File: src/hdl/erv_pkg.sv
// Shared constants, types and the CORDIC arctangent table for the Euler rotation block.
package erv_pkg;

    localparam int TURN_UNITS    = 46080;  // 360 degrees, 7 fraction bits
    localparam int QUARTER_UNITS = 11520;  // 90 degrees, 7 fraction bits
    localparam int REM_W         = 14;     // remainder within a quadrant
    localparam int QUAD_W        = 2;
    localparam int CORDIC_STEPS  = 24;
    localparam int XY_W          = 33;     // CORDIC x and y, 30 fraction bits
    localparam int Z_W           = 32;     // CORDIC angle, degrees, 22 fraction bits
    localparam int Z_SHIFT       = 15;     // 7 to 22 fraction bits
    localparam logic signed [XY_W-1:0] CORDIC_GAIN = 33'sd652032874;
    localparam logic signed [XY_W-1:0] CORDIC_ONE  = 33'sd1073741824;

    typedef enum logic [QUAD_W-1:0] {
        QUAD_0,
        QUAD_1,
        QUAD_2,
        QUAD_3
    } quad_t;

    // atan(2^-i) in degrees with 22 fraction bits
    function automatic logic signed [Z_W-1:0] atan_deg(input int idx);
        logic signed [Z_W-1:0] v;
        case (idx)
            0:  v = 32'sd188743680;
            1:  v = 32'sd111421900;
            2:  v = 32'sd58872272;
            3:  v = 32'sd29884485;
            4:  v = 32'sd15000234;
            5:  v = 32'sd7507429;
            6:  v = 32'sd3754631;
            7:  v = 32'sd1877430;
            8:  v = 32'sd938729;
            9:  v = 32'sd469366;
            10: v = 32'sd234683;
            11: v = 32'sd117342;
            12: v = 32'sd58671;
            13: v = 32'sd29335;
            14: v = 32'sd14668;
            15: v = 32'sd7334;
            16: v = 32'sd3667;
            17: v = 32'sd1833;
            18: v = 32'sd917;
            19: v = 32'sd458;
            20: v = 32'sd229;
            21: v = 32'sd115;
            22: v = 32'sd57;
            23: v = 32'sd29;
            default: v = '0;
        endcase
        return v;
    endfunction

endpackage

File: src/hdl/erv_front.sv
// Front end: accepts beats, reduces angles modulo one turn and splits them into quadrants.
module erv_front #(
    parameter int ANGLE_BITS = 16,
    parameter int VEC_BITS   = 24,
    parameter int QDEPTH     = 6,
    parameter int ENTRY_W    = 120
) (
    input  logic                         clk,
    input  logic                         rst_n,
    input  logic                         s_tvalid,
    output logic                         s_tready,
    input  logic signed [ANGLE_BITS-1:0] yaw_deg,
    input  logic signed [ANGLE_BITS-1:0] pitch_deg,
    input  logic signed [ANGLE_BITS-1:0] roll_deg,
    input  logic signed [VEC_BITS-1:0]   vec_x,
    input  logic signed [VEC_BITS-1:0]   vec_y,
    input  logic signed [VEC_BITS-1:0]   vec_z,
    input  logic                         pop,
    output logic                         push,
    output logic [ENTRY_W-1:0]           push_data
);

    localparam int S   = (ANGLE_BITS > 15) ? ANGLE_BITS - 15 : 0;
    localparam int RW  = S + 17;
    localparam int NR  = S + 1;
    localparam int CW  = $clog2(QDEPTH + 1);
    localparam logic [RW-1:0] OFFSET = RW'(erv_pkg::TURN_UNITS) << S;

    logic                accept;
    logic [CW-1:0]       cnt_reg, cnt_next;
    logic [NR+1:0]       vld_reg;
    logic [RW-1:0]       u_reg   [0:NR][0:2];
    logic [VEC_BITS-1:0] vec_reg [0:NR][0:2];
    logic [erv_pkg::REM_W-1:0] rem_reg [0:2];
    erv_pkg::quad_t      quad_reg [0:2];
    logic [VEC_BITS-1:0] vo_reg  [0:2];
    logic signed [ANGLE_BITS-1:0] ang [0:2];

    assign ang[0] = yaw_deg;
    assign ang[1] = pitch_deg;
    assign ang[2] = roll_deg;

    assign s_tready = (cnt_reg < CW'(QDEPTH));
    assign accept   = s_tvalid && s_tready;

    // credits cover every item in the front and in the queue
    always_comb
    begin
        cnt_next = cnt_reg;
        if (accept && !pop)
        begin
            cnt_next = cnt_reg + CW'(1);
        end
        else if (!accept && pop)
        begin
            cnt_next = cnt_reg - CW'(1);
        end
    end

    always_ff @(posedge clk or negedge rst_n)
    begin
        if (!rst_n)
        begin
            cnt_reg <= '0;
            vld_reg <= '0;
        end
        else
        begin
            cnt_reg <= cnt_next;
            vld_reg <= {vld_reg[NR:0], accept};
        end
    end

    always_ff @(posedge clk)
    begin
        for (int a = 0; a < 3; a++)
        begin
            u_reg[0][a] <= RW'({{(RW-ANGLE_BITS){ang[a][ANGLE_BITS-1]}}, ang[a]}) + OFFSET;
        end
        vec_reg[0][0] <= vec_x;
        vec_reg[0][1] <= vec_y;
        vec_reg[0][2] <= vec_z;
    end

    // one conditional subtract of a shifted turn per stage
    for (genvar k = 0; k < NR; k++)
    begin : g_red
        localparam logic [RW-1:0] SUB = RW'(erv_pkg::TURN_UNITS) << (S - k);
        always_ff @(posedge clk)
        begin
            for (int a = 0; a < 3; a++)
            begin
                if (u_reg[k][a] >= SUB)
                begin
                    u_reg[k+1][a] <= u_reg[k][a] - SUB;
                end
                else
                begin
                    u_reg[k+1][a] <= u_reg[k][a];
                end
                vec_reg[k+1][a] <= vec_reg[k][a];
            end
        end
    end

    always_ff @(posedge clk)
    begin
        for (int a = 0; a < 3; a++)
        begin
            if (u_reg[NR][a][15:0] >= 16'(3 * erv_pkg::QUARTER_UNITS))
            begin
                quad_reg[a] <= erv_pkg::QUAD_3;
                rem_reg[a]  <= erv_pkg::REM_W'(u_reg[NR][a][15:0]
                                               - 16'(3 * erv_pkg::QUARTER_UNITS));
            end
            else if (u_reg[NR][a][15:0] >= 16'(2 * erv_pkg::QUARTER_UNITS))
            begin
                quad_reg[a] <= erv_pkg::QUAD_2;
                rem_reg[a]  <= erv_pkg::REM_W'(u_reg[NR][a][15:0]
                                               - 16'(2 * erv_pkg::QUARTER_UNITS));
            end
            else if (u_reg[NR][a][15:0] >= 16'(erv_pkg::QUARTER_UNITS))
            begin
                quad_reg[a] <= erv_pkg::QUAD_1;
                rem_reg[a]  <= erv_pkg::REM_W'(u_reg[NR][a][15:0]
                                               - 16'(erv_pkg::QUARTER_UNITS));
            end
            else
            begin
                quad_reg[a] <= erv_pkg::QUAD_0;
                rem_reg[a]  <= erv_pkg::REM_W'(u_reg[NR][a][15:0]);
            end
            vo_reg[a] <= vec_reg[NR][a];
        end
    end

    assign push      = vld_reg[NR+1];
    assign push_data = {vo_reg[2], vo_reg[1], vo_reg[0],
                        quad_reg[2], quad_reg[1], quad_reg[0],
                        rem_reg[2], rem_reg[1], rem_reg[0]};

`ifndef SYNTHESIS
    a_credit_bound: assert property (@(posedge clk) disable iff (!rst_n)
        cnt_reg <= CW'(QDEPTH))
        else $error("front credit count above queue depth");
`endif

endmodule

File: config.mk
export PLATFORM = sky130hd
export DESIGN_NAME = erv_front
export DESIGN_NICKNAME = d
export VERILOG_FILES = /design/src/hdl/erv_pkg.sv /design/src/hdl/erv_front.sv
export SDC_FILE = /design/constraint.sdc
export NUM_CORES = 1
export LEC_CHECK = 0
export ABC_AREA = 1
export BUFFER_PORTS_ARGS = -buffer_cell sky130_fd_sc_hd__buf_2
export CORE_AREA = 2 2 239 241
export CTS_CLUSTER_DIAMETER = 60
export DETAILED_ROUTE_END_ITERATION = 8
export DIE_AREA = 0 0 241 243
export PLACE_DENSITY = 0.44
export SYNTH_ARGS = -nofsm -noshare
export SYNTH_HDL_FRONTEND = slang
export SYNTH_SLANG_ARGS = --single-unit
File: constraint.sdc
create_clock -name clk -period 1.8 [get_ports clk]
set_clock_uncertainty 0.05 [all_clocks]
set_input_delay 0.36 -clock clk [delete_from_list [all_inputs] [get_ports clk]]
set_output_delay 0.36 -clock clk [all_outputs]
set_load 0.005 [all_outputs]
# After elaboration in Yosys (flattened, before gate mapping)
# Memories as Yosys holds them, arrays and structs flattened.
# Index checks and enable logic that the tools add are counted.
[totals]
wordCells = 156
ramBits = 498
memories = 5
reg_bits = 7
[classes]
bitwise = 24
reduce_logical = 6
n_lt_le_gt_ge = 16
n_mux = 83
n_addsub = 20
[mem_list]
columns = ["memory", "words", "width", "read_ports", "rd_clocked_by_memory_dff", "wr", "line_no", "text"]
rows = [
  ["vec_reg", 3, 72, 3, 0, 3, "erv_front.sv:33", "logic [VEC_BITS-1:0] vec_reg [0:NR][0:2];"],
  ["u_reg", 3, 54, 3, 0, 3, "erv_front.sv:32", "logic [RW-1:0] u_reg [0:NR][0:2];"],
  ["vo_reg", 3, 24, 3, 0, 3, "erv_front.sv:36", "logic [VEC_BITS-1:0] vo_reg [0:2];"],
  ["rem_reg", 3, 14, 3, 0, 3, "erv_front.sv:34", "logic [erv_pkg::REM_W-1:0] rem_reg [0:2];"],
  ["quad_reg", 3, 2, 3, 0, 3, "erv_front.sv:35", "erv_pkg::quad_t quad_reg [0:2];"],
]
[op_table]
columns = ["operator", "n"]
rows = [
  ["$mux W14", 9],
  ["$mux W18", 6],
  ["$mux W1", 57],
  ["$add A18 B17 Y18 const B", 3],
  ["$ge A18 B16 Y1 const B", 3],
  ["$ge A18 B17 Y1 const B", 3],
  ["$sub A18 B16 Y18 const B", 3],
  ["$sub A18 B17 Y18 const B", 3],
  ["$ge A16 B14 Y1 const B", 3],
  ["$ge A16 B15 Y1 const B", 3],
  ["$ge A16 B16 Y1 const B", 3],
  ["$sub A14 B11 Y14 const B", 3],
  ["$sub A14 B13 Y14 const B", 3],
  ["$sub A14 B14 Y14 const B", 3],
  ["$or A1 B1 Y1", 24],
  ["$mux W2", 9],
  ["$mux W3", 2],
  ["$add A3 B1 Y3 const B", 1],
  ["$logic_and A1 B1 Y1", 3],
  ["$lt A3 B3 Y1 const B", 1],
  ["$sub A3 B1 Y3 const B", 1],
  ["$logic_not A1 Y1", 2],
  ["$reduce_bool A2 Y1", 1],
]

# Logic depth before layout (Yosys ltp)
# An unclocked memory read counts as a cell.
[logic_depth]
ltp_word = 8
mapped_depth = 12
mapped_depth_nobuf = 12

# Worst setup path after synthesis
# OpenSTA, ideal clock, no wires.
[synth_timing]
path_kind = "reg2reg"
from = "register cnt_reg[1]"
to = "register cnt_reg[2]"
stages_incl_launch_ff = 9
path_slack_ns = 0.117
arrival_ns = 1.509
setup_ns = 0.124
t_required_ns = 1.626
path_cell_list = "dfrtp_1 nand2_1 and2_1 ha_1 inv_1 fa_1 a21oi_1 o21ai_0 xnor2_1"
[synth_between]
elab_chain_len = 5
word_cells_on_any_way = 10
cone_classes = "add/sub (2); order compare (1); mux (2); reduce/logical (5)"
[synth_rtl]
columns = ["item", "line_no", "text"]
rows = [
  ["start: declaration", "erv_front.sv:30", "logic [CW-1:0] cnt_reg, cnt_next;"],
  ["start signal: assignment", "erv_front.sv:69", "cnt_reg <= cnt_next;"],
  ["$lt A3 B3 Y1 *", "erv_front.sv:43", "assign s_tready = (cnt_reg < CW'(QDEPTH));"],
  ["via s_tready", "erv_front.sv:11", "output logic s_tready,"],
  ["$logic_and A1 B1 Y1 *", "erv_front.sv:44", "assign accept = s_tvalid && s_tready;"],
  ["via accept", "erv_front.sv:29", "logic accept;"],
  ["$logic_not A1 Y1", "erv_front.sv:54", "else if (!accept && pop)"],
  ["$logic_and A1 B1 Y1", "erv_front.sv:54", ""],
  ["$reduce_bool A2 Y1 (no source line)", "-", ""],
]
# Mark *: on every way through the listed nets, which the timed path passes. The rest lies on a longest branch. The select of a mux whose other input is x is not followed.
# A chain may end at the register's enable or synchronous reset.

==> results.tsv <==
stage	metric	value	unit
outcome	status	completed	
power_and_ir_drop	p_switching	0.00789	W
layout	multiInputGateArea	3180	µm²
die	design.die.area	58600	µm²
placement	place.port_buffers	245	
timing	setup_viol	0	
grt	grt.total_usage	0.0890	
synth	synth_top_cell_area_share	0.639	
die	start_util	0.247	
critical_path	endpoint_kind	flop	
layout	regArea	10500	µm²
critical_path	worstSetupPathType	reg -> reg	
routing	routed_wl	26.0	mm
clock_tree	cts_root_buf	clkbuf_16	
clock_tree	clock_tree.buffer_depth	3	
grt	grt_pass1_vias	8729	
clock_tree	htree_levels	2	
layout	finalNetCount	1789	
routing	postRouteAntennaNets	0	
routing	wl_met2	12.8	mm
die	coreArea	56000	µm²
critical_path	crit_chain	ha_1, nand2_1, nand2_2, o31ai_4, buf_4, buf_4, o21ai_1, inv_1, a21oi_1	
placement	pre_cts_slack	-14.8	ps
layout	layout_commonest_cell	dfxtp_1	
critical_path	ff2ff_setup_slack	80	ps
routing	wl_met1	10.8	mm
timing	fmax	0.583	GHz
routing	wl_met3	1.54	mm
critical_path	critPathMaxFanout	4	
die	rows	87	
power_and_ir_drop	combPwrFrac	0.177	
critical_path	critPathArrivalTime	2000	ps
routing	vias	8648	
layout	largest_reg_flops	216	
critical_path	r2r_end	rem_reg[2][13]	
power_and_ir_drop	clockPowerShare	0.385	
synth	yosysTopAreaCell	dfxtp_1	
synth	synth.distinct_cells	38	
routing	first_pass_iters	6	
power_and_ir_drop	p_leak	8.96	nW
critical_path	cp.required	2090	ps
synth	netlist_area	13800	µm²
critical_path	ff2ff_path_depth	9	
critical_path	slowest_delay	330	ps
layout	syn2layout_area_growth	42.6	%
placement	detailed_place_hpwl	18.3	mm
layout	final_layout_size_suffix_gt1_frac	0.272	
power_and_ir_drop	pwr-share-seq	0.438	
die	ios	246	
placement	finalWeightedCongestion	0.844	
critical_path	critical_path_buf_inv_count	3	
critical_path	crit_path_start_kind	flop	
power_and_ir_drop	switching_share	0.266	
timing	hold_ws	91.5	ps
clock_tree	cts_tree	yes	
layout	stdcell_area	19700	µm²
synth	avgSynthCellArea	12.3	µm²
grt	grt_max_degree	17	
clock_tree	cts.sinks	496	
power_and_ir_drop	peakVddDrop	696	µV
synth	ys_top_cells_by_area	dfxtp_1 (64%), edfxtp_1 (10%), nand2_1 (4.5%), ha_1 (3.1%), xor2_1 (2.5%)	
grt	grt-ovfl-total	0	
routing	vias_per_cell	3.55	
power_and_ir_drop	internal-power	0.0218	W
timing	finalCritPeriodShare	0.954	
critical_path	crit_slowest_cell	dfxtp_2	
critical_path	crit_family	compound AO/OA/AOI/OAI gates	
synth	syn_inst	1121	
clock_tree	path_clk_slew	60	ps
timing	timing.final.crit_period	1720	ps
grt	antenna_found_initial	0	
run	cap_violations	0	
routing	wl_per_cell	10.7	µm
synth	ys_warn_count	0	
clock_tree	clk_latency	590	ps
critical_path	worst_path_most_repeated_cell	buf_4	
layout	final_cell_mix	dfxtp_1 (433), buf_2 (245), nand2_1 (157)	
routing	topRoutingLayerUsed	met4	
clock_tree	cts-buffers-inserted	56	
die	fp.dieW	241	µm
power_and_ir_drop	power	0.0297	W
synth	yosysSeqAreaShare	0.755	
grt	grt_pass1_wl	42.1	mm
synth	synth-seq-cells	496	
layout	diodes	0	
critical_path	r2r_start	u_reg[2][8]	
routing	drt_iter0_drc	285	
hold_path	holdCritPathClass	in -> async	
placement	place_area	16300	µm²
die	die_h	243	µm
timing	slew_violations	0	
power_and_ir_drop	p_per_area	1500	nW/µm²
routing	drc	0	
layout	fillerInstances	5618	
timing	hold_viol	0	
timing	setup_ws	83.6	ps
timing	tns	0	ps
## Yosys cell counts
library cell and n:
conb_1 1, nand3_1 41, nor2_1 91, dfxtp_1 441
dfrtp_1 7, buf_4 3, o21ai_2 2, mux2_2 1
nand3_2 5, nor2_2 4, o21a_1 3, a21oi_1 12
nand3b_1 6, nand4_1 9, o31ai_4 1, xnor2_1 18
a21oi_2 4, xor2_1 40, buf_6 5, inv_1 86
o21ai_0 29, nand2_4 3, nand2_2 14, or2_2 2
ha_1 34, and2_1 1, a31oi_1 7, clkinv_1 2
inv_4 1, buf_2 2, a21o_1 2, nand2_1 165
fa_1 1, o21ai_1 8, nor3_1 7, nor4_1 5
inv_2 10, edfxtp_1 48
## per-stage QoR
stage | util | cells
CTS | 0.350 | 2429
floorplan | - | 1168
finish | 0.352 | 2434
detailed placement | 0.292 | 2194
global placement | 0.292 | 2194
global route | 0.352 | 2434
## layout make-up
type / count / share of cell area
sequential: 496 / 0.531
multi-input combinational: 563 / 0.161
timing repair buffer: 414 / 0.143
clock buffer: 81 / 0.0826
tap: 756 / 0.0480
inverter: 99 / 0.0192
clock inverter: 25 / 0.0156
## routing by layer
metal | up-vias | track usage
li1 | 4527 | -
met1 | 3912 | 0.0992
met2 | 162 | 0.153
met3 | 47 | 0.0301
met4 | 0 | 0.0396
met5 | - | 0
## cell families after synthesis
kind of cell / count (synthesis) / share of synthesized area
simple gates: 353 / 0.112
fa+ha+maj: 35 / 0.0322
mux: 1 / 0.000814
buf+inv: 109 / 0.0335
xor+xnor: 58 / 0.0367
compound gates: 68 / 0.0290
other cells: 1 / 0.000271
flops: 496 / 0.755
## power groups by stage
stage | Combinational (W) | Clock (W) | Sequential, W
after floorplan | 0.00319 | 0 | 0.0132
after global placement | 0.00474 | 0 | 0.0132
after detailed placement | 0.00476 | 0 | 0.0132
after CTS | 0.00507 | 0.0119 | 0.0130
after global routing | 0.00598 | 0.0124 | 0.0131
final | 0.00524 | 0.0114 | 0.0130
## how the worst max path moves through the flow
| stage | startpoint | to | slack [ps] | cells after the start |
|---|---|---|---|---|
| CTS | cnt_reg[2] | cnt_reg[2] | 8 | 8 |
| detailed placement | u_reg[2][44] | rem_reg[0][11] | -10 | 11 |
| floorplan | cnt_reg[1] | cnt_reg[2] | 120 | 8 |
| global placement | u_reg[2][44] | rem_reg[0][9] | -20 | 11 |
| global route | u_reg[1][46] | u_reg[2][51] | -9 | 7 |
| finish | u_reg[2][8] | rem_reg[2][13] | 80 | 9 |
## worst reg2reg max path, stage by stage (launching register included)
cell	delay, ps
dfxtp_2	330
ha_1	220
nand2_1	100
nand2_2	90
o31ai_4	240
buf_4	170
buf_4	100
o21ai_1	50
inv_1	50
a21oi_1	60
## timing repair
item	4_1_cts	5_1_grt
pin swaps	2	14
setup buffers	2	5
hold buffers	127	0
gates cloned	0	0
hold endpoints to repair	131	0
setup endpoints to repair	4	24
gates resized for setup	5	38
No activity file was read; power rests on OpenSTA's default activity.
