--- config.mk ---
export PLATFORM = sky130hd
export DESIGN_NAME = erv_queue
export DESIGN_NICKNAME = d
export VERILOG_FILES = /design/src/hdl/erv_queue.sv
export SDC_FILE = /design/constraint.sdc
export NUM_CORES = 1
export LEC_CHECK = 0
export BUFFER_PORTS_ARGS = -buffer_cell sky130_fd_sc_hd__buf_2
export CAP_MARGIN = 5
export CORE_MARGIN = 2
export CORE_UTILIZATION = 40
export DETAILED_ROUTE_END_ITERATION = 6
export GPL_TIMING_DRIVEN = 0
export PLACE_DENSITY_LB_ADDON = 0.2
export SKIP_CTS_REPAIR_TIMING = 1
export SKIP_LAST_GASP = 1
export SYNTH_ARGS = -nofsm -noshare
export SYNTH_HDL_FRONTEND = slang
export SYNTH_SLANG_ARGS = --single-unit
export TNS_END_PERCENT = 30
--- constraint.sdc ---
create_clock -name clk -period 10.4 [get_ports clk]
set_input_delay 1.56 -clock clk [delete_from_list [all_inputs] [get_ports clk]]
set_output_delay 1.56 -clock clk [all_outputs]
set_load 0.1 [all_outputs]
--- src/hdl/erv_queue.sv ---
// Short queue between the front end and the rotation back end.
module erv_queue #(
    parameter int ENTRY_W = 120,
    parameter int DEPTH   = 6
) (
    input  logic               clk,
    input  logic               rst_n,
    input  logic               push,
    input  logic [ENTRY_W-1:0] push_data,
    input  logic               pop,
    output logic [ENTRY_W-1:0] head,
    output logic               empty
);

    localparam int PW = $clog2(DEPTH);
    localparam int CW = $clog2(DEPTH + 1);

    logic [ENTRY_W-1:0] mem_reg [0:DEPTH-1];
    logic [PW-1:0]      wr_reg, wr_next, rd_reg, rd_next;
    logic [CW-1:0]      count_reg, count_next;

    always_comb
    begin
        wr_next    = wr_reg;
        rd_next    = rd_reg;
        count_next = count_reg;
        if (push)
        begin
            wr_next = (wr_reg == PW'(DEPTH - 1)) ? '0 : wr_reg + PW'(1);
        end
        if (pop)
        begin
            rd_next = (rd_reg == PW'(DEPTH - 1)) ? '0 : rd_reg + PW'(1);
        end
        if (push && !pop)
        begin
            count_next = count_reg + CW'(1);
        end
        else if (!push && pop)
        begin
            count_next = count_reg - CW'(1);
        end
    end

    always_ff @(posedge clk or negedge rst_n)
    begin
        if (!rst_n)
        begin
            wr_reg    <= '0;
            rd_reg    <= '0;
            count_reg <= '0;
        end
        else
        begin
            wr_reg    <= wr_next;
            rd_reg    <= rd_next;
            count_reg <= count_next;
        end
    end

    always_ff @(posedge clk)
    begin
        if (push)
        begin
            mem_reg[wr_reg] <= push_data;
        end
    end

    assign head  = mem_reg[rd_reg];
    assign empty = (count_reg == '0);

`ifndef SYNTHESIS
    a_no_overflow: assert property (@(posedge clk) disable iff (!rst_n)
        push |-> (count_reg != CW'(DEPTH)))
        else $error("queue written while full");
    a_no_underflow: assert property (@(posedge clk) disable iff (!rst_n)
        pop |-> (count_reg != '0))
        else $error("queue read while empty");
`endif

endmodule

======== After elaboration in Yosys (flattened, before gate mapping) ========
Memory sizes are Yosys's and may differ from the RTL's.
Index checks and enable logic that the tools add are counted.
word-level totals
  flip-flop bits (word level) ............. 9
  memories kept ........................... 1
  output and inout bits ................... 121
  memory bits (writable) .................. 720
cells by class
  reductions and logical operators ........ 6
  add/sub/neg operators ................... 4
  eq/ne operators ......................... 2
  mux-type cells .......................... 6
memory list
  memory   depth  bits a word  rd ports  clocked after memory_dff  write ports  RTL line  source
  mem_reg  6      120          1         0                         1            18        logic [ENTRY_W-1:0] mem_reg [0:DEPTH-1];
operators by type and width
  kind                                               number
  two-way mux 3 bit                                  4
  adder 3 x 1 -> 3 bit (second input constant)       3
  == test 3 bit (second input constant)              2
  zero test 3 bit                                    1
  subtractor 3 x 1 -> 3 bit (second input constant)  1
  logical AND 1 bit                                  2
  zero test 1 bit                                    2
  two-way mux 1 bit                                  2
  nonzero test 2 bit                                 1

======== Depth between registers and ports, before layout ========
Gate-level depths: netlist of the first run.
  depth in word-level cells ............... 4
  depth in mapped cells ................... 7
  gate-level depth less buffers ........... 7

======== Worst setup path after synthesis of the first run ========
OpenSTA, ideal clock, no wires.
  kind .................................... input to register
  start point ............................. in push
  end point ............................... mem mem_reg[1][0], enable pin
  stages on the path ...................... 2
  path buffers ............................ 0
  path slack .............................. -0.169 ns
  data arrival time ....................... 9.821 ns
  path through ............................ nand2_1 nor3_1
between the ends
  longest elaborated chain between the ends .. 2
RTL lines
  item                                     RTL line  source
  start, declared                          8         input logic push,
  two-way mux 1 bit                        63        if (push)
  two-way mux 1 bit (implied by the code)  65        mem_reg[wr_reg] <= push_data;
  end, declared                            18
Every way passes these cells.

======== Final worst setup path of the first run ========
  start point ............................. reg rd_reg[2]
  end point ............................... out head[83]
between the ends
  longest elaborated chain between the ends .. 1
RTL lines
  item                    RTL line  source
  start, declared         19        logic [PW-1:0] wr_reg, wr_next, rd_reg, rd_next;
  start signal, assigned  56        rd_reg <= rd_next;
  memory (6 x 120 bit)    --
  end, declared           11        output logic [ENTRY_W-1:0] head,
Every way passes these cells.

==> flow_summary.toml, run 1 <==
[yosys]
yosysMostFrequentCell = "edfxtp_1"
seq_area_frac_synth_pct = 78.12
synth_xor_area_share_pct = 0.1566
synthesis.nets = 1567
synth.avg_cell_area_um2 = 19.41
yosys_warnings = 0
synth_top_family_by_area = "multiplexers"
synth_top_area_share_pct = 77.31
synth_top_area_cell = "edfxtp_1"
yosys.area_share.simple_pct = 1.897
ys_seq_elements = 729
synthFlopType = "edfxtp_1"
synth_compound_area_share_pct = 4.586
synthCells = 1441
synthTopCellsByCount = "edfxtp_1 (720), mux2i_1 (240), nand2_1 (124)"
synth_edf_count = 720
netlist_area_mm2 = 0.02797
synthMuxAreaShare_pct = 13.46
async_flop_share_pct = 1.235
ys_top_cells_by_area = "edfxtp_1 (77%), mux2i_1 (8.6%), mux2_2 (4.9%), o221ai_1 (2.7%), o221ai_2 (1.8%)"
ys_types = 24
synthAdderAreaFrac_pct = 0.1163

[sta]
drv_slew = 0
hold_violations = 0
finalSetupViolCount = 0
grt_setup_unrepaired = "no"
max_slew_margin_pct = 19.21
layout_setup_ws_ns = 5.537
setup-tns-final_ns = 0
worst_slew_pin_slew_ns = 1.212
min_period_ns = 4.863
fmax_ghz = 0.2056
fin_skew_ns = 0.01379
hold_slack_ns = 0.4713
timing.final.crit_share_pct = 46.76

[layout]
final_util_pct = 49.10
multi_input_area_mm2 = 0.005700
drive_above_1_share_pct = 33.05
regArea_mm2 = 0.02185
largest_register_ffs = 720
num-nets-final = 1942
fillers = 5788
syn_to_final_growth_pct = 21.05

[placement]
gp_congestion = 0.7235
portBuffers = 244
place_hpwl_mm = 42.43
pre_cts_slack_ns = 6.085

[grt]
grt_pass1_vias = 14900
grt_pass1_wl_mm = 95.26
gr-total-overflow = 0
gr-usage-all-layers_pct = 18.06
grt_antenna_before_repair = 15
grt_max_degree = 27

[clock_tree]
clkLatencyLatePin_ns = 0.62
clk_pin_slew_ns = 0.06
clockRootBuffer = "clkbuf_16"
clock_path_buffers = 3
h-tree-depth = 3
cts_num_sinks = 729
numCtsBuffers = 79
cts_tree = "yes"

[route]
detail_route.wl_per_cell_um = 23.24
drc = 0
drt_iter0_markers = 832
vias = 14358
avgViaCountPerCell = 5.095
first_pass_iters = 5
antenna_left = 0
wl_mm = 65.50

[critical_path]
critPathKind = "reg -> out"
critPathMaxFanout = 10
crit_path_end_kind = "output pin"
critPathLaunchType = "flop"
ff2ff_setup_slack_ns = 7.96
r2r_end = "mem_reg[0][96]$_DFFE_PP_"
ff2ff_path_depth = 7
cp.arrival_ns = 3.30
required_ns = 8.84
reg2reg_from = "wr_reg[0]$_DFFE_PN0P_"

[floorplan]
rows = 96
core-area_mm2 = 0.06895
start_util_pct = 40.56
ios = 245
die_h_um = 268.4
fp.dieW_um = 268.4
dieArea_mm2 = 0.07204

[run_status]
outcome = "finished clean"

[worst_hold_path]
worstHoldPathCells = 1
holdCritStartpoint = "count_reg[2]$_DFFE_PN0P_"
hp-class = "reg -> reg"
worstHoldEndpoint = "count_reg[2]$_DFFE_PN0P_"

[flow_run]
maxCapViolations = 0
critical path, cell delays in order, from the launching register on:
cell      delay [ns]
dfrtp_1         0.32
buf_2           0.14
clkbuf_1        0.90
buf_1           0.58
nand2_1         0.17
o221ai_2        0.09
buf_2           0.48
area by class of cell:
cell class              count  share of cell area (%)
flip-flops and latches    729                   64.53
multi-input cells         629                   16.84
repair buffers            294                   6.438
clock buffers              94                   6.069
well taps                 931                   3.441
plain buffers              81                   1.353
clock inverters            53                   1.268
diodes                      5                 0.03696
inverters                   2                 0.02218
per-stage QoR:
stage | instances | instance area, um^2
floorplan | 1441 | 27970
global placement | 2616 | 30360
detailed placement | 2666 | 31360
CTS | 2813 | 33840
global route | 2815 | 33850
finish | 2818 | 33850
cell families (layout without fill, tap and decap cells):
family	count (synthesis)	count (layout)
DFF	729	729
muxes	361	361
and+or+nand+nor	137	137
AOI/OAI and AO/OA	124	124
buffers and inverters	83	524
xor gates and xnor gates	5	5
adders and majority gates	2	2
other	0	5
routing by layer:
metal | vias up | wire length (um) | GRT usage [%]
li1 | 6595 | - | -
met1 | 7330 | 28280 | 24.18
met2 | 319 | 31720 | 29.18
met3 | 94 | 4311 | 4.776
met4 | 20 | 1072 | 5.120
met5 | - | 118 | 0
layout by cell type (no fill, tap or decap), drive strengths merged:
cell      count
o221ai      120
nor2          5
ha            1
nand2b        4
nand2       124
or2           1
dfrtp         9
inv           6
clkbuf      108
o21ai         2
clkinvlp      2
diode         5
xor2          4
buf         361
clkinv       42
mux2        121
a21o          2
xnor2         1
fa            1
nor3          3
edfxtp      720
bufinv        5
mux2i       240
worst max-delay path by stage:
stage                                to  slack (ns)  depth (start not counted)                  start
4_1_cts                       head[118]        5.41                          6  rd_reg[2]$_DFFE_PN0P_
6_report                       head[83]        5.54                          6  rd_reg[2]$_DFFE_PN0P_
5_1_grt                        head[93]        5.36                          6  rd_reg[2]$_DFFE_PN0P_
3_5_place_dp                  head[118]        6.09                          6  rd_reg[2]$_DFFE_PN0P_
2_1_floorplan   mem_reg[0][0]$_DFFE_PP_       -0.09                          2                   push
3_3_place_gp   mem_reg[0][53]$_DFFE_PP_       -9.16                          3                   push
Power of run 1 is left out: the tool's default activity adds up to more than one toggle a clock period on the data nets, which glitch-free logic cannot reach.
==> run 2, diff against run 1 <==
==> constraint.sdc (replaced) <==
create_clock -name clk -period 4.5 [get_ports clk]
set_input_delay 0.675 -clock clk [delete_from_list [all_inputs] [get_ports clk]]
set_output_delay 0.675 -clock clk [all_outputs]
set_load 0.1 [all_outputs]
==> flow_summary.toml, run 2 (synthesis gave the netlist of run 1 again) <==
[run_status]
outcome = "finished clean"

[floorplan]
ios = 245
fp.dieW_um = 268.4
die_h_um = 268.4
core-area_mm2 = 0.06895
dieArea_mm2 = 0.07204
rows = 96
start_util_pct = 40.56

[critical_path]
r2r_end = "mem_reg[0][60]$_DFFE_PP_"
path_cells = "buf_2 -> clkbuf_1 -> buf_1 -> nand2_1 -> o221ai_1 -> buf_2"
crit_buf_inv = 4
critPathKind = "reg -> out"
cp_num_cells = 6
critPathMaxFanout = 10
crit_start = "rd_reg[2]$_DFFE_PN0P_"
crit_path_frequent_cell = "buf_2"
cp.arrival_ns = 3.35
critical-path-top-delay-family = "buffers and inverters"
ff2ff_path_depth = 7
crit_path_end_kind = "output pin"
critPathSlowestCell = "clkbuf_1"
endpoint = "head[43]"
required_ns = 3.83
critPathLaunchType = "flop"
reg2reg_from = "wr_reg[0]$_DFFE_PN0P_"
critPathMaxStageDelay_ns = 0.97
ff2ff_setup_slack_ns = 2.01

[layout]
stdcell_count = 2801
layout_commonest_cell = "edfxtp_1"
post-route-cell-area_mm2 = 0.03378
syn_to_final_growth_pct = 20.79
num-nets-final = 1932
layout_common_cells = "edfxtp_1 (720), buf_2 (286), mux2i_1 (240)"
largest_register_ffs = 720
drive_above_1_share_pct = 32.56
final_util_pct = 48.99

[clock_tree]
clkLatencyLatePin_ns = 0.60
clock_path_buffers = 3
cts_num_sinks = 729
clk_pin_slew_ns = 0.06
h-tree-depth = 3
clockRootBuffer = "clkbuf_16"
numCtsBuffers = 77
cts_tree = "yes"

[grt]
gr-total-overflow = 0
gr-usage-all-layers_pct = 18.21
grt_pass1_vias = 14884
grt_max_degree = 25
grt_pass1_wl_mm = 96.18
grt_antenna_before_repair = 15

[sta]
max_slew_margin_pct = 13.64
worst_slew_pin_slew_ns = 1.295
timing.final.crit_share_pct = 89.49
hold_violations = 0
fmax_ghz = 0.2483
grt_setup_unrepaired = "no"
finalSetupViolCount = 0
fin_skew_ns = 0.01367
min_period_ns = 4.027
drv_slew = 0

[route]
drt_iter0_markers = 1038
vias = 14395
avgViaCountPerCell = 5.139
wl_mm = 65.89
antenna_left = 0
drc = 0
detail_route.wl_per_cell_um = 23.52
first_pass_iters = 5

[placement]
portBuffers = 244
place_hpwl_mm = 41.64
gp_congestion = 0.7207
dpl.cell_count = 2657
place_area_mm2 = 0.03134

[worst_hold_path]
hp-class = "in -> reg"

[flow_run]
maxCapViolations = 0
-- run 2: cell types whose count changed in the layout (fill, tap and decap cells not counted), moves of 3 or more --
cell and change:
buf_12 +3, buf_8 +3, clkinv_1 -5, clkinv_2 -5, buf_6 -16
-- run 2: per-layer routing --
metal  wire (um)  vias up  track usage, %
li1            -     6566               -
met1       27930     7345           23.96
met2       31810      359           29.48
met3        4697      103           5.014
met4        1316       22           5.751
met5         137        -               0
-- run 2: stage by stage --
step | hold WS [ns] | TNS, ns | setup WS, ns
2_1_floorplan | 0.3794 | -1027.45 | -1.922
3_3_place_gp | 0.4597 | -4692.42 | -7.629
3_5_place_dp | 0.4748 | 0 | 1.096
4_1_cts | -0.1084 | 0 | 0.4308
5_1_grt | 0.2807 | 0 | 0.3605
6_report | 0.2980 | 0 | 0.4730
-- run 2: final cells by class --
cell class | instances | area, um^2
Fill cell | 5804 | 35170
Multi-Input combinational cell | 629 | 5707
Buffer | 81 | 457.9
Tap cell | 931 | 1165
Clock buffer | 97 | 2086
Clock inverter | 40 | 332.8
Sequential cell | 729 | 21850
Antenna cell | 6 | 15.01
Timing Repair Buffer | 286 | 2162
Inverter | 2 | 7.507
-- run 2: how the worst min path moves through the flow --
| stage | slack [ns] | cells past startpoint | to | startpoint |
|---|---|---|---|---|
| 2_1_floorplan | 0.38 | 0 | count_reg[0]$_DFFE_PN0P_ | rst_n |
| 3_3_place_gp | 0.46 | 1 | count_reg[2]$_DFFE_PN0P_ | count_reg[2]$_DFFE_PN0P_ |
| 3_5_place_dp | 0.47 | 1 | wr_reg[0]$_DFFE_PN0P_ | wr_reg[0]$_DFFE_PN0P_ |
| 4_1_cts | -0.11 | 1 | count_reg[1]$_DFFE_PN0P_ | rst_n |
| 5_1_grt | 0.28 | 1 | mem_reg[0][10]$_DFFE_PP_ | push_data[10] |
| 6_report | 0.30 | 1 | mem_reg[0][10]$_DFFE_PP_ | push_data[10] |
Power of run 2 is left out for the same reason.
==> run 3, diff against run 2 <==
--- a/config.mk
+++ b/config.mk
@@ -11,7 +11,7 @@
 export CORE_UTILIZATION = 40
 export DETAILED_ROUTE_END_ITERATION = 6
 export GPL_TIMING_DRIVEN = 0
-export PLACE_DENSITY_LB_ADDON = 0.2
+export PLACE_DENSITY_LB_ADDON = 0.1
 export SKIP_CTS_REPAIR_TIMING = 1
 export SKIP_LAST_GASP = 1
 export SYNTH_ARGS = -nofsm -noshare
==> flow_summary.toml, run 3 (synthesis gave the netlist of run 1 again) <==
[worst_hold_path]
hp-class = "in -> reg"
worstHoldPathCells = 2

[sta]
layout_setup_ws_ns = 0.6391
min_period_ns = 3.861
setup-tns-final_ns = 0
fmax_ghz = 0.2590
fin_skew_ns = 0.01347
hold_violations = 0
max_slew_margin_pct = 28.24
timing.final.crit_share_pct = 85.80
grt_setup_unrepaired = "no"
worst_slew_pin_slew_ns = 1.076
drv_slew = 0
finalSetupViolCount = 0

[layout]
num-nets-final = 1934
drive_above_1_share_pct = 32.35
layout_common_cells = "edfxtp_1 (720), buf_2 (286), mux2i_1 (240)"
post-route-cell-area_mm2 = 0.03373
final_util_pct = 48.92
syn_to_final_growth_pct = 20.61
antenna-diode-count = 0
layout_commonest_cell = "edfxtp_1"
largest_register_ffs = 720

[clock_tree]
clkLatencyLatePin_ns = 0.61
clk_pin_slew_ns = 0.05
h-tree-depth = 3
clock_path_buffers = 3
numCtsBuffers = 79
clockRootBuffer = "clkbuf_16"
cts_num_sinks = 729
cts_tree = "yes"

[floorplan]
rows = 96
core-area_mm2 = 0.06895
fp.dieW_um = 268.4
die_h_um = 268.4
dieArea_mm2 = 0.07204
start_util_pct = 40.56
ios = 245

[placement]
pre_cts_slack_ns = 1.175
gp_congestion = 0.7159
place_hpwl_mm = 42.63
portBuffers = 244
place_area_mm2 = 0.03130

[critical_path]
cp.arrival_ns = 3.19
ff2ff_setup_slack_ns = 1.96
crit_path_frequent_cell = "buf_2"
critPathKind = "reg -> out"
critPathLaunchType = "flop"
critPathSlowestCell = "clkbuf_1"
path_cells = "buf_2 -> clkbuf_1 -> buf_1 -> nand2_1 -> o221ai_1 -> buf_2"
ff2ff_path_depth = 6
critPathMaxFanout = 10
critPathMaxStageDelay_ns = 0.81
required_ns = 3.83
crit_path_end_kind = "output pin"

[route]
detail_route.wl_per_cell_um = 23.90
antenna_left = 0
first_pass_iters = 5
drc = 0
avgViaCountPerCell = 5.146
vias = 14384
drt_iter0_markers = 1002
wl_mm = 66.79

[grt]
grt_max_degree = 25
grt_antenna_before_repair = 18
gr-usage-all-layers_pct = 18.55
grt_pass1_vias = 14710
gr-total-overflow = 0
grt_pass1_wl_mm = 96.67

[flow_run]
maxCapViolations = 0

[run_status]
outcome = "finished clean"
run 3: path summary, 6_finish.rpt:
path	to	startpoint
max	head[57]	rd_reg[2]$_DFFE_PN0P_
min	rd_reg[0]$_DFFE_PN0P_	pop
max reg2reg	mem_reg[0][46]$_DFFE_PP_	wr_reg[0]$_DFFE_PN0P_
min reg2reg	wr_reg[0]$_DFFE_PN0P_	wr_reg[0]$_DFFE_PN0P_
max in group asynchronous	rd_reg[2]$_DFFE_PN0P_	rst_n
min in group asynchronous	count_reg[2]$_DFFE_PN0P_	rst_n
run 3: cell type report:
type | count | area, um^2
fillers | 5887 | 35220
flip-flops and latches | 729 | 21850
multi-input cells | 629 | 5707
clock buffers | 102 | 2170
repair buffers | 286 | 2127
well taps | 931 | 1165
plain buffers | 81 | 457.9
clock inverters | 35 | 250.2
inverters | 2 | 7.507
run 3: critical path: cells and delay by family, from the launching register on:
kind,cells,cell delay [ns]
buffers and inverters,4,2.00
DFF,1,0.31
AOI/OAI and AO/OA,1,0.13
and+or+nand+nor,1,0.12
run 3: routing by layer:
metal / vias to the layer above / part of all wire (%) / global-route usage (%)
met5: - / 0.24 / 0
met2: 321 / 49 / 30.60
li1: 6549 / - / -
met4: 24 / 1.8 / 4.970
met3: 113 / 6.3 / 4.639
met1: 7377 / 43 / 24.56
run 3: stage by stage:
| step | std cells | hold WS, ns |
|---|---|---|
| floorplan | 1441 | 0.3794 |
| global placement | 2616 | 0.4574 |
| detailed placement | 2657 | 0.4635 |
| CTS | 2794 | -0.1187 |
| global route | 2795 | 0.2870 |
| finish | 2795 | 0.2941 |
Power of run 3 is left out for the same reason.
